File: src/hdl/mts_pkg.sv
// ----------------------------------------------------------------------------
// mts_pkg
// Shared types, constants and command codes for the min-tracking stack.
// ----------------------------------------------------------------------------
package mts_pkg;

  // Default stack depth
  localparam int unsigned STACK_DEPTH_DEF = 64;

  // Minimum reported by an empty stack (largest positive 32-bit integer)
  localparam logic signed [31:0] MIN_OF_EMPTY = 32'sh7FFF_FFFF;
  // Top value reported by an empty stack
  localparam logic signed [31:0] TOP_OF_EMPTY = 32'sh0000_0000;

  // Request types
  localparam logic REQ_PUSH = 1'b0;
  localparam logic REQ_POP  = 1'b1;

  // Fault codes
  localparam logic [1:0] FAULT_NONE  = 2'd0;
  localparam logic [1:0] FAULT_FULL  = 2'd1;
  localparam logic [1:0] FAULT_EMPTY = 2'd2;

  // Input transfer payload
  typedef struct packed {
    logic              req_type;
    logic signed [31:0] push_value;
  } req_t;

  // Result transfer payload
  typedef struct packed {
    logic signed [31:0] top_value;
    logic signed [31:0] min_value;
    logic               is_empty;
    logic [1:0]         fault;
  } res_t;

  // Datapath operations issued by the controller
  typedef enum logic [2:0] {
    CMD_NONE,
    CMD_PUSH,        // push with room left
    CMD_PUSH_FULL,   // push on full stack, dropped
    CMD_POP_READ,    // pop with two or more entries, fetch new top from memory
    CMD_POP_LAST,    // pop of the only entry
    CMD_POP_EMPTY,   // pop on empty stack, ignored
    CMD_POP_FINISH   // load fetched entry as new top
  } dp_op_t;

  typedef struct packed {
    dp_op_t op;
  } dp_cmd_t;

  // Datapath status seen by the controller
  typedef struct packed {
    logic empty;
    logic one;
    logic full;
    logic out_free;
  } dp_status_t;

endpackage

File: src/hdl/mts_datapath.sv
// ----------------------------------------------------------------------------
// mts_datapath
// Entry memory, entry count, cached top entry and result register.
// ----------------------------------------------------------------------------
module mts_datapath #(
  parameter int unsigned STACK_DEPTH = mts_pkg::STACK_DEPTH_DEF
) (
  input  logic                clk,
  input  logic                rst_n,
  input  mts_pkg::dp_cmd_t    cmd,
  input  mts_pkg::req_t       req,
  output mts_pkg::dp_status_t status,
  output logic                out_valid,
  input  logic                out_stall,
  output mts_pkg::res_t       out_data
);
  import mts_pkg::*;

  localparam int unsigned IDX_W = $clog2(STACK_DEPTH);
  localparam int unsigned CNT_W = $clog2(STACK_DEPTH + 1);

  typedef struct packed {
    logic signed [31:0] min_value;
    logic signed [31:0] value;
  } entry_t;

  // Entries below the top; the top entry lives in registers
  entry_t mem [STACK_DEPTH];
  entry_t rd_data_r;

  logic [CNT_W-1:0]   count_r, count_nxt;
  logic signed [31:0] top_val_r, top_val_nxt;
  logic signed [31:0] top_min_r, top_min_nxt;
  res_t               res_r, res_nxt;
  logic               out_valid_r, out_valid_nxt;

  logic [CNT_W-1:0]   cnt_minus1;
  logic [CNT_W-1:0]   cnt_minus2;
  logic               wr_en;
  logic               rd_en;
  logic               load;
  logic signed [31:0] prev_min;
  logic signed [31:0] push_min;

  assign cnt_minus1 = count_r - CNT_W'(1);
  assign cnt_minus2 = count_r - CNT_W'(2);

  // Status toward the controller
  assign status.empty    = (count_r == '0);
  assign status.one      = (count_r == CNT_W'(1));
  assign status.full     = (count_r == CNT_W'(STACK_DEPTH));
  assign status.out_free = !out_valid_r || !out_stall;

  // Running minimum for a push
  assign prev_min = status.empty ? MIN_OF_EMPTY : top_min_r;
  assign push_min = (req.push_value < prev_min) ? req.push_value : prev_min;

  // Old top spills to memory on push; next entry fetched on pop
  assign wr_en = (cmd.op == CMD_PUSH) && !status.empty;
  assign rd_en = (cmd.op == CMD_POP_READ);

  // Next state and result
  always_comb begin
    count_nxt   = count_r;
    top_val_nxt = top_val_r;
    top_min_nxt = top_min_r;
    res_nxt     = res_r;
    load        = 1'b0;
    case (cmd.op)
      CMD_PUSH: begin
        count_nxt   = count_r + CNT_W'(1);
        top_val_nxt = req.push_value;
        top_min_nxt = push_min;
        res_nxt     = '{req.push_value, push_min, 1'b0, FAULT_NONE};
        load        = 1'b1;
      end
      CMD_PUSH_FULL: begin
        res_nxt = '{top_val_r, top_min_r, 1'b0, FAULT_FULL};
        load    = 1'b1;
      end
      CMD_POP_READ: begin
        count_nxt = cnt_minus1;
      end
      CMD_POP_LAST: begin
        count_nxt = '0;
        res_nxt   = '{TOP_OF_EMPTY, MIN_OF_EMPTY, 1'b1, FAULT_NONE};
        load      = 1'b1;
      end
      CMD_POP_EMPTY: begin
        res_nxt = '{TOP_OF_EMPTY, MIN_OF_EMPTY, 1'b1, FAULT_EMPTY};
        load    = 1'b1;
      end
      CMD_POP_FINISH: begin
        top_val_nxt = rd_data_r.value;
        top_min_nxt = rd_data_r.min_value;
        res_nxt     = '{rd_data_r.value, rd_data_r.min_value, 1'b0, FAULT_NONE};
        load        = 1'b1;
      end
      default: begin
      end
    endcase
    out_valid_nxt = load || (out_valid_r && out_stall);
  end

  // Control registers
  always_ff @(posedge clk) begin
    if (!rst_n) begin
      count_r     <= '0;
      out_valid_r <= 1'b0;
    end else begin
      count_r     <= count_nxt;
      out_valid_r <= out_valid_nxt;
    end
  end

  // Payload registers
  always_ff @(posedge clk) begin
    top_val_r <= top_val_nxt;
    top_min_r <= top_min_nxt;
    res_r     <= res_nxt;
  end

  // Entry memory, one write or one registered read per cycle
  always_ff @(posedge clk) begin
    if (wr_en) begin
      mem[cnt_minus1[IDX_W-1:0]] <= '{top_min_r, top_val_r};
    end
    if (rd_en) begin
      rd_data_r <= mem[cnt_minus2[IDX_W-1:0]];
    end
  end

  assign out_valid = out_valid_r;
  assign out_data  = res_r;

  // Count never passes the depth
  a_count_range: assert property (@(posedge clk) disable iff (!rst_n)
    count_r <= CNT_W'(STACK_DEPTH))
    else $error("entry count above stack depth");

  // A result is loaded only into a free output register
  a_load_free: assert property (@(posedge clk) disable iff (!rst_n)
    load |-> status.out_free)
    else $error("result loaded over an unread result");

  // A successful push leaves the stack non-empty
  a_push_nonempty: assert property (@(posedge clk) disable iff (!rst_n)
    cmd.op == CMD_PUSH |=> count_r != '0)
    else $error("stack empty after push");

endmodule

File: src/hdl/mts_ctrl.sv
// ----------------------------------------------------------------------------
// mts_ctrl
// Request sequencer: decodes each request into a datapath operation and
// waits out the memory read of a pop.
// ----------------------------------------------------------------------------
module mts_ctrl (
  input  logic                clk,
  input  logic                rst_n,
  input  logic                in_valid,
  output logic                in_stall,
  input  logic                req_type,
  input  mts_pkg::dp_status_t status,
  output mts_pkg::dp_cmd_t    cmd
);
  import mts_pkg::*;

  typedef enum logic {
    ST_IDLE,
    ST_POP_WAIT
  } state_t;

  state_t state_r, state_nxt;
  logic   accept;

  // Take a request only when idle and the result register can take its result
  assign in_stall = !((state_r == ST_IDLE) && status.out_free);
  assign accept   = in_valid && !in_stall;

  // Operation decode
  always_comb begin
    state_nxt = state_r;
    cmd.op    = CMD_NONE;
    unique case (state_r)
      ST_IDLE: begin
        if (accept) begin
          if (req_type == REQ_PUSH) begin
            cmd.op = status.full ? CMD_PUSH_FULL : CMD_PUSH;
          end else if (status.empty) begin
            cmd.op = CMD_POP_EMPTY;
          end else if (status.one) begin
            cmd.op = CMD_POP_LAST;
          end else begin
            cmd.op    = CMD_POP_READ;
            state_nxt = ST_POP_WAIT;
          end
        end
      end
      ST_POP_WAIT: begin
        if (status.out_free) begin
          cmd.op    = CMD_POP_FINISH;
          state_nxt = ST_IDLE;
        end
      end
      default: begin
        state_nxt = ST_IDLE;
      end
    endcase
  end

  // State register
  always_ff @(posedge clk) begin
    if (!rst_n) begin
      state_r <= ST_IDLE;
    end else begin
      state_r <= state_nxt;
    end
  end

  // No new request while a pop read is outstanding
  a_wait_stalls: assert property (@(posedge clk) disable iff (!rst_n)
    state_r == ST_POP_WAIT |-> in_stall)
    else $error("request accepted during pop read");

  // A memory-fetching pop always moves to the wait state
  a_read_waits: assert property (@(posedge clk) disable iff (!rst_n)
    cmd.op == CMD_POP_READ |=> state_r == ST_POP_WAIT)
    else $error("pop read without wait state");

  // The wait ends as soon as the result register is free
  a_wait_ends: assert property (@(posedge clk) disable iff (!rst_n)
    (state_r == ST_POP_WAIT) && status.out_free |=> state_r == ST_IDLE)
    else $error("pop wait did not finish");

endmodule

File: src/hdl/min_tracking_stack_top.sv
// ----------------------------------------------------------------------------
// min_tracking_stack_top
// Signed 32-bit LIFO stack that reports top value and running minimum
// after every push or pop request.
//
//   Channel | Ports                          | Payload
//   --------+--------------------------------+------------------------------
//   request | in_valid, in_stall, in_data    | req_type, push_value
//   result  | out_valid, out_stall, out_data | top_value, min_value,
//           |                                | is_empty, fault
//
// A push, a pop of the last entry and any faulting request load the result
// register directly. A pop that leaves entries behind also passes through the
// pop wait state: the new top comes from the entry memory through its registered read port.
// Reset clears the entry count, the result valid and the sequencer state;
// the memory needs no clearing pass.
// One result register parts the channels; every request needs it, so a
// stalled result holds and blocks the next transfer until it is taken.
// ----------------------------------------------------------------------------
module min_tracking_stack_top #(
  parameter int unsigned STACK_DEPTH = mts_pkg::STACK_DEPTH_DEF
) (
  input  logic          clk,
  input  logic          rst_n,
  input  logic          in_valid,
  output logic          in_stall,
  input  mts_pkg::req_t in_data,
  output logic          out_valid,
  input  logic          out_stall,
  output mts_pkg::res_t out_data
);
  import mts_pkg::*;

  dp_cmd_t    cmd;
  dp_status_t status;

  // Request sequencer
  mts_ctrl u_ctrl (
    .clk      (clk),
    .rst_n    (rst_n),
    .in_valid (in_valid),
    .in_stall (in_stall),
    .req_type (in_data.req_type),
    .status   (status),
    .cmd      (cmd)
  );

  // Stack storage and result register
  mts_datapath #(
    .STACK_DEPTH (STACK_DEPTH)
  ) u_datapath (
    .clk       (clk),
    .rst_n     (rst_n),
    .cmd       (cmd),
    .req       (in_data),
    .status    (status),
    .out_valid (out_valid),
    .out_stall (out_stall),
    .out_data  (out_data)
  );

endmodule
File: config.mk
export PLATFORM = sky130hd
export DESIGN_NAME = min_tracking_stack_top
export DESIGN_NICKNAME = d
export VERILOG_FILES = /design/src/hdl/mts_pkg.sv /design/src/hdl/mts_datapath.sv /design/src/hdl/mts_ctrl.sv /design/src/hdl/min_tracking_stack_top.sv
export SDC_FILE = /design/constraint.sdc
export NUM_CORES = 2
export LEC_CHECK = 0
export BUFFER_PORTS_ARGS = -buffer_cell sky130_fd_sc_hd__buf_4
export CAP_MARGIN = 40
export CORE_ASPECT_RATIO = 2
export CORE_MARGIN = 2
export CORE_UTILIZATION = 25
export CTS_BUF_LIST = sky130_fd_sc_hd__clkbuf_16
export DETAILED_ROUTE_END_ITERATION = 7
export GPL_TIMING_DRIVEN = 0
export SYNTH_ARGS = -nofsm -noshare
export SYNTH_HDL_FRONTEND = slang
export SYNTH_SLANG_ARGS = --single-unit
File: constraint.sdc
create_clock -name clk -period 13.8 [get_ports clk]
set_input_delay 0.69 -clock clk [delete_from_list [all_inputs] [get_ports clk]]
set_output_delay 0.69 -clock clk [all_outputs]
set_load 0.02 [all_outputs]
# After elaboration in Yosys (flattened, before gate mapping)
# Memories as Yosys holds them, arrays and structs flattened. A register that Yosys moved wholly into a read port is not among the register bits.
# Cells that the tools add are included.
# W data, S select, Z words.
# word_totals
out_inout_bits	69
n_memories	1
input_bits	37
wordCells	60
ram_bits	4096
reg_bits	140
# op_classes
mux	22
magnitude_cmp	1
bitwise	1
n_reduce_logical	15
addsub	3
eq_ne	8
# memory_table
memory	depth	width	rd	rd_clocked_by_memory_dff	write_ports	line_no	source
u_datapath.mem	64	64	1	1	1	mts_datapath.sv:28	entry_t mem [STACK_DEPTH];
# op_table
op	n
$pmux W67 S5	1
$pmux W32 S2	2
$mux W32	2
$lt A32 B32 Y1	1
$pmux W7 S3	1
$mux W3	5
$eq A3 B3 Y1 const B	3
$mux W1	8
$add A7 B1 Y7 const B	1
$eq A7 B1 Y1 const B	1
$eq A7 B7 Y1 const B	1
$logic_not A7 Y1	1
$sub A7 B1 Y7 const B	1
$eq A3 B2 Y1 const B	2
$pmux W3 S2	1
$sub A6 B2 Y6 const B	1
$reduce_bool A5 Y1	1
$reduce_or A5 Y1	1
$logic_and A1 B1 Y1	4
$logic_not A1 Y1	4
$eq A3 B1 Y1 const B	1
$reduce_bool A3 Y1	1
$logic_or A1 B1 Y1	2
$mux W2	1
other kinds (3)	3

# Depth between registers and ports, before layout
# logic_depth
depth_word	10
ltp_mapped	20
ltp_nobuf	13

# By module
# A second synthesis with hierarchy kept.
# hier_totals
hier_cells	6866
hier_area_um2	166090.5
# modules_own_cells
mod	cells_each	seq_area_each_um2	area_per_inst_um2	n_inst
mts_datapath	6852	129013.7	165967.9	1
mts_ctrl	14	20.0	122.6	1

# Worst setup path after synthesis
# No wires, ideal clock.
# synth_timing
kind	register to register
from	register u_datapath.count_r[1]
to	memory u_datapath.mem[17][0] (netlist bit), enable pin
t_required_ns	13.313
path_buffers	5
period_less_slack_ns	6.427
setup_slack_ns	7.373
setup_ns	0.487
t_arrival_ns	5.940
stages_incl_launch_ff	14
path_cell_list	dfxtp_1 > buf_2 > buf_1 > buf_1 > inv_1 > ha_1 > clkbuf_1 > o2111ai_1 > or4b_1 > or3_1 > buf_6 > nor2_8 > nand3_2 > nor2_1
# synth_between
elab_chain_len	10
word_cells_on_any_way	15
classes_between	add/sub: 1; eq/ne: 3; mux: 8; reduce/logical: 3
# synth_lines
element	line_no	source
start, declared	mts_datapath.sv:31	logic [CNT_W-1:0] count_r, count_nxt;
start signal, assigned	mts_datapath.sv:111	count_r <= count_nxt;
$eq A7 B1 Y1	mts_datapath.sv:50	assign status.one = (count_r == CNT_W'(1));
$mux W3	mts_ctrl.sv:40	end else if (status.one) begin
$mux W3	mts_ctrl.sv:38	end else if (status.empty) begin
$mux W3	mts_ctrl.sv:36	if (req_type == REQ_PUSH) begin
$mux W3	mts_ctrl.sv:35	if (accept) begin
$pmux W3 S2	mts_ctrl.sv:33	unique case (state_r)
$eq A3 B1 Y1	mts_datapath.sv:59	assign wr_en = (cmd.op == CMD_PUSH) && !status.empty;
$logic_and A1 B1 Y1	mts_datapath.sv:59	
$mux W1	mts_datapath.sv:125	if (wr_en) begin
$mux W1 (implied by the code)	mts_datapath.sv:126	mem[cnt_minus1[IDX_W-1:0]] <= '{top_min_r, top_val_r};
end, declared	mts_datapath.sv:28	
# Parallel ways exist; a longest one is shown, timed or not.

# Worst setup path in the final report
# layout_timing
from	register u_datapath.count_r[0]
to	memory u_datapath.mem[24][46] (netlist bit), enable pin
# The elaborated chain is that of the path after synthesis.

==> flow_summary.ini <==
[clocking]
cts_buffers = 320
path_clk_slew_ns = 0.09
postCtsSetupRepairBufs = 0
cts_resized = 0
postCtsHoldBufs = 0
clkSinkCount = 4300
root_buffer = clkbuf_16
cts_tree = yes
clockBufferDepth = 4
clk_latency_ns = 0.95
h-tree-depth = 5

[sta]
timing.setup.tns_ns = 0
setup_slack_ns = 7.18
fmax_mhz = 151
min_period_ns = 6.62
rsz0062_at_grt = false
worst_pin_slew_ns = 1.31
slew_violations = 0
clock_skew_ns = 0.0528
slew-limit-headroom_pct = 12.8
finalHoldViolations = 0
setup_viol = 0
finalCritPeriodShare_pct = 47.9

[worst_setup_path]
r2r_start = u_datapath.count_r[0]
crit_required_ns = 14.42
cp-endpoint = u_datapath.mem[24][46]
critPathSlowestCell = nor2_4
critPathKind = reg2reg
r2r_slack_ns = 7.18
crit_top_cell = buf_6
cpPeakStageDelay_ns = 0.89
cp.arrival_ns = 7.24
crit_path_max_fanout = 15
r2r_cells = 17
path_cells = clkbuf_1 > buf_6 > buf_6 > buf_2 > inv_1 > ha_1 > clkbuf_1 > o2111ai_1 > or4b_1 > or3_1 > buf_6 > nor2_8 > nand3_2 > nor2_4 > buf_12 > buf_12 > buf_16
end_kind = register
critPathLaunchType = register
r2r_end = u_datapath.mem[24][46]
worstSetupStartpoint = u_datapath.count_r[0]

[floorplanning]
start_util_pct = 25.1
die_area_um2 = 666000
core_um2 = 657000
row_count = 421
die_w_um = 578
io_pins = 106
die_h_um = 1150

[hold_path]
min_path_type = in2reg
min_path_cells = 3

[synthesis]
synth-edff-count = 4291
synth_area_leaders = edfxtp_1 (78%), mux4_2 (18%), clkbuf_1 (0.44%)
syn_area_per_cell_um2 = 24.8
synth_area_um2 = 165000
synth-seq-cells = 4300
synth_top_area_share_pct = 78.2
ys_types = 61
yosys_warnings = 0
async_flop_share_pct = 0
synthFlopType = edfxtp_1
syn_nets = 6728
seq_area_frac_synth_pct = 78.3
synth_top_area_cell = edfxtp_1
synthCells = 6654

[routing]
drc = 84
vias = 80200
drt_wl_total_um = 533000
ant_nets = 0
wl_per_cell_um = 32.1
routed_via_density = 4.84
drt_iter0_drc = 10212
dr.pass1.iters = 8

[placement]
gp_congestion = 0.900
dp.final_hpwl_um = 398000
post-place-ws_ns = 7.41
io_buffers = 105
place_inst = 15946

[layout]
final_net_count = 7676
area_delta_synth_final_pct = 20.5
layout_common_cells = edfxtp_1 (4291), mux4_2 (1344), clkbuf_16 (325)
drive_gt1_share_pct = 34.6
layout_commonest_cell = edfxtp_1
nFillCells = 61884
final_util_pct = 30.2
stdcell_count = 16580

[global_route]
grt_usage_pct = 15.5
grt_antenna_before_repair = 50
grtUsageMet2_pct = 28.9
grtUsageMet1_pct = 14.2
overflow = 0
grt_pass1_wl_um = 709000
grt_max_degree = 48
grt_pass1_vias = 83988
grt_busiest_layer = met2
use_met3_pct = 3.04

[pwr]
pwr_density_cell_nw_per_um2 = 229
power.leakage_nw = 59.7
max-vdd-ir-drop_mv = 0.189

[job]
cap_viol_max_count = 0

[outcome]
violations = design-rule violations
status = complete, but fails checks
## cells by family (layout without fill, tap and decap cells)
kind of cell / Yosys count / after routing / share of synthesized area, %
other: 0 / 47 / 0
AOI/OAI and AO/OA: 174 / 174 / 0.892
muxes: 1345 / 1345 / 18.4
adders and majority gates: 37 / 37 / 0.281
buffers and inverters: 426 / 1634 / 1.08
DFF: 4300 / 4300 / 78.3
xor gates and xnor gates: 15 / 15 / 0.0797
and+or+nand+nor: 357 / 357 / 1.04
## worst max-delay path: cells and delay by family, from the launching register on
family | cells | cell delay [ns]
buf+inv | 10 | 2.75
simple gates | 5 | 2.39
flops | 1 | 0.39
compound gates | 1 | 0.35
fa+ha+maj | 1 | 0.33
## stage by stage
| step | power, W | instance area, µm² | hold WS, ns |
|---|---|---|---|
| 5_1_grt | 0.0463 | 199000 | 0.0634 |
| 3_5_place_dp | 0.0360 | 188000 | 0.528 |
| 4_1_cts | 0.0456 | 198000 | 0.0237 |
| 6_report | 0.0455 | 199000 | 0.0484 |
| 2_1_floorplan | 0.0265 | 165000 | 0.509 |
| 3_3_place_gp | 0.0339 | 177000 | 0.545 |
## power by group
| group | total [W] | internal [W] | switching, W |
|---|---|---|---|
| clock network | 0.00975 | 0.00505 | 0.00470 |
| logic | 0.0179 | 0.00699 | 0.0109 |
| registers | 0.0179 | 0.0171 | 0.000778 |
## metal layers
| layer | part of all wire (%) | vias to the layer above |
|---|---|---|
| met3 | 7.1 | 1457 |
| met1 | 29 | 43355 |
| met5 | 0.011 | - |
| met2 | 54 | 4544 |
| li1 | - | 30832 |
| met4 | 9.8 | 12 |
## layout make-up
type | instances | area, µm² | area share (%)
sequential | 4300 | 129000 | 64.9
multi-input combinational | 1928 | 34600 | 17.4
timing repair buffer | 626 | 11700 | 5.87
tap | 8671 | 10800 | 5.46
clock buffer | 325 | 8130 | 4.09
clock inverter | 257 | 2470 | 1.24
buffer | 352 | 1540 | 0.774
inverter | 74 | 280 | 0.141
antenna | 47 | 118 | 0.0592
## cell usage after synthesis (all sizes together) (5+ instances only)
cell type and count:
o21ai 9, ha 37, nand2 156, nor2 88
buf 159, xnor2 10, dfxtp 9, xor2 5
clkbuf 193, a222oi 32, a21oi 46, mux4 1344
a221o 31, edfxtp 4291, nand3 10, nand4 9
or2 33, inv 74, o221a 31, and3 33
## flip-flops by register name, indices dropped and copies added (netlist names)
register,cells
u_datapath.mem,4096
u_datapath.out_data,67
u_datapath.rd_data_r,64
u_datapath.top_min_r,32
u_datapath.top_val_r,32
u_datapath.count_r,7
u_ctrl.state_r,1
u_datapath.out_valid,1
## worst min path at each step
stage / startpoint / to
6_report: rst_n / u_datapath.count_r[5]
5_1_grt: rst_n / u_datapath.count_r[0]
4_1_cts: rst_n / u_datapath.count_r[5]
3_5_place_dp: u_datapath.rd_data_r[19] / u_datapath.top_val_r[19]
3_3_place_gp: u_datapath.rd_data_r[7] / u_datapath.top_val_r[7]
2_1_floorplan: u_datapath.rd_data_r[0] / u_datapath.top_val_r[0]
No activity file was read; power rests on OpenSTA's default activity.
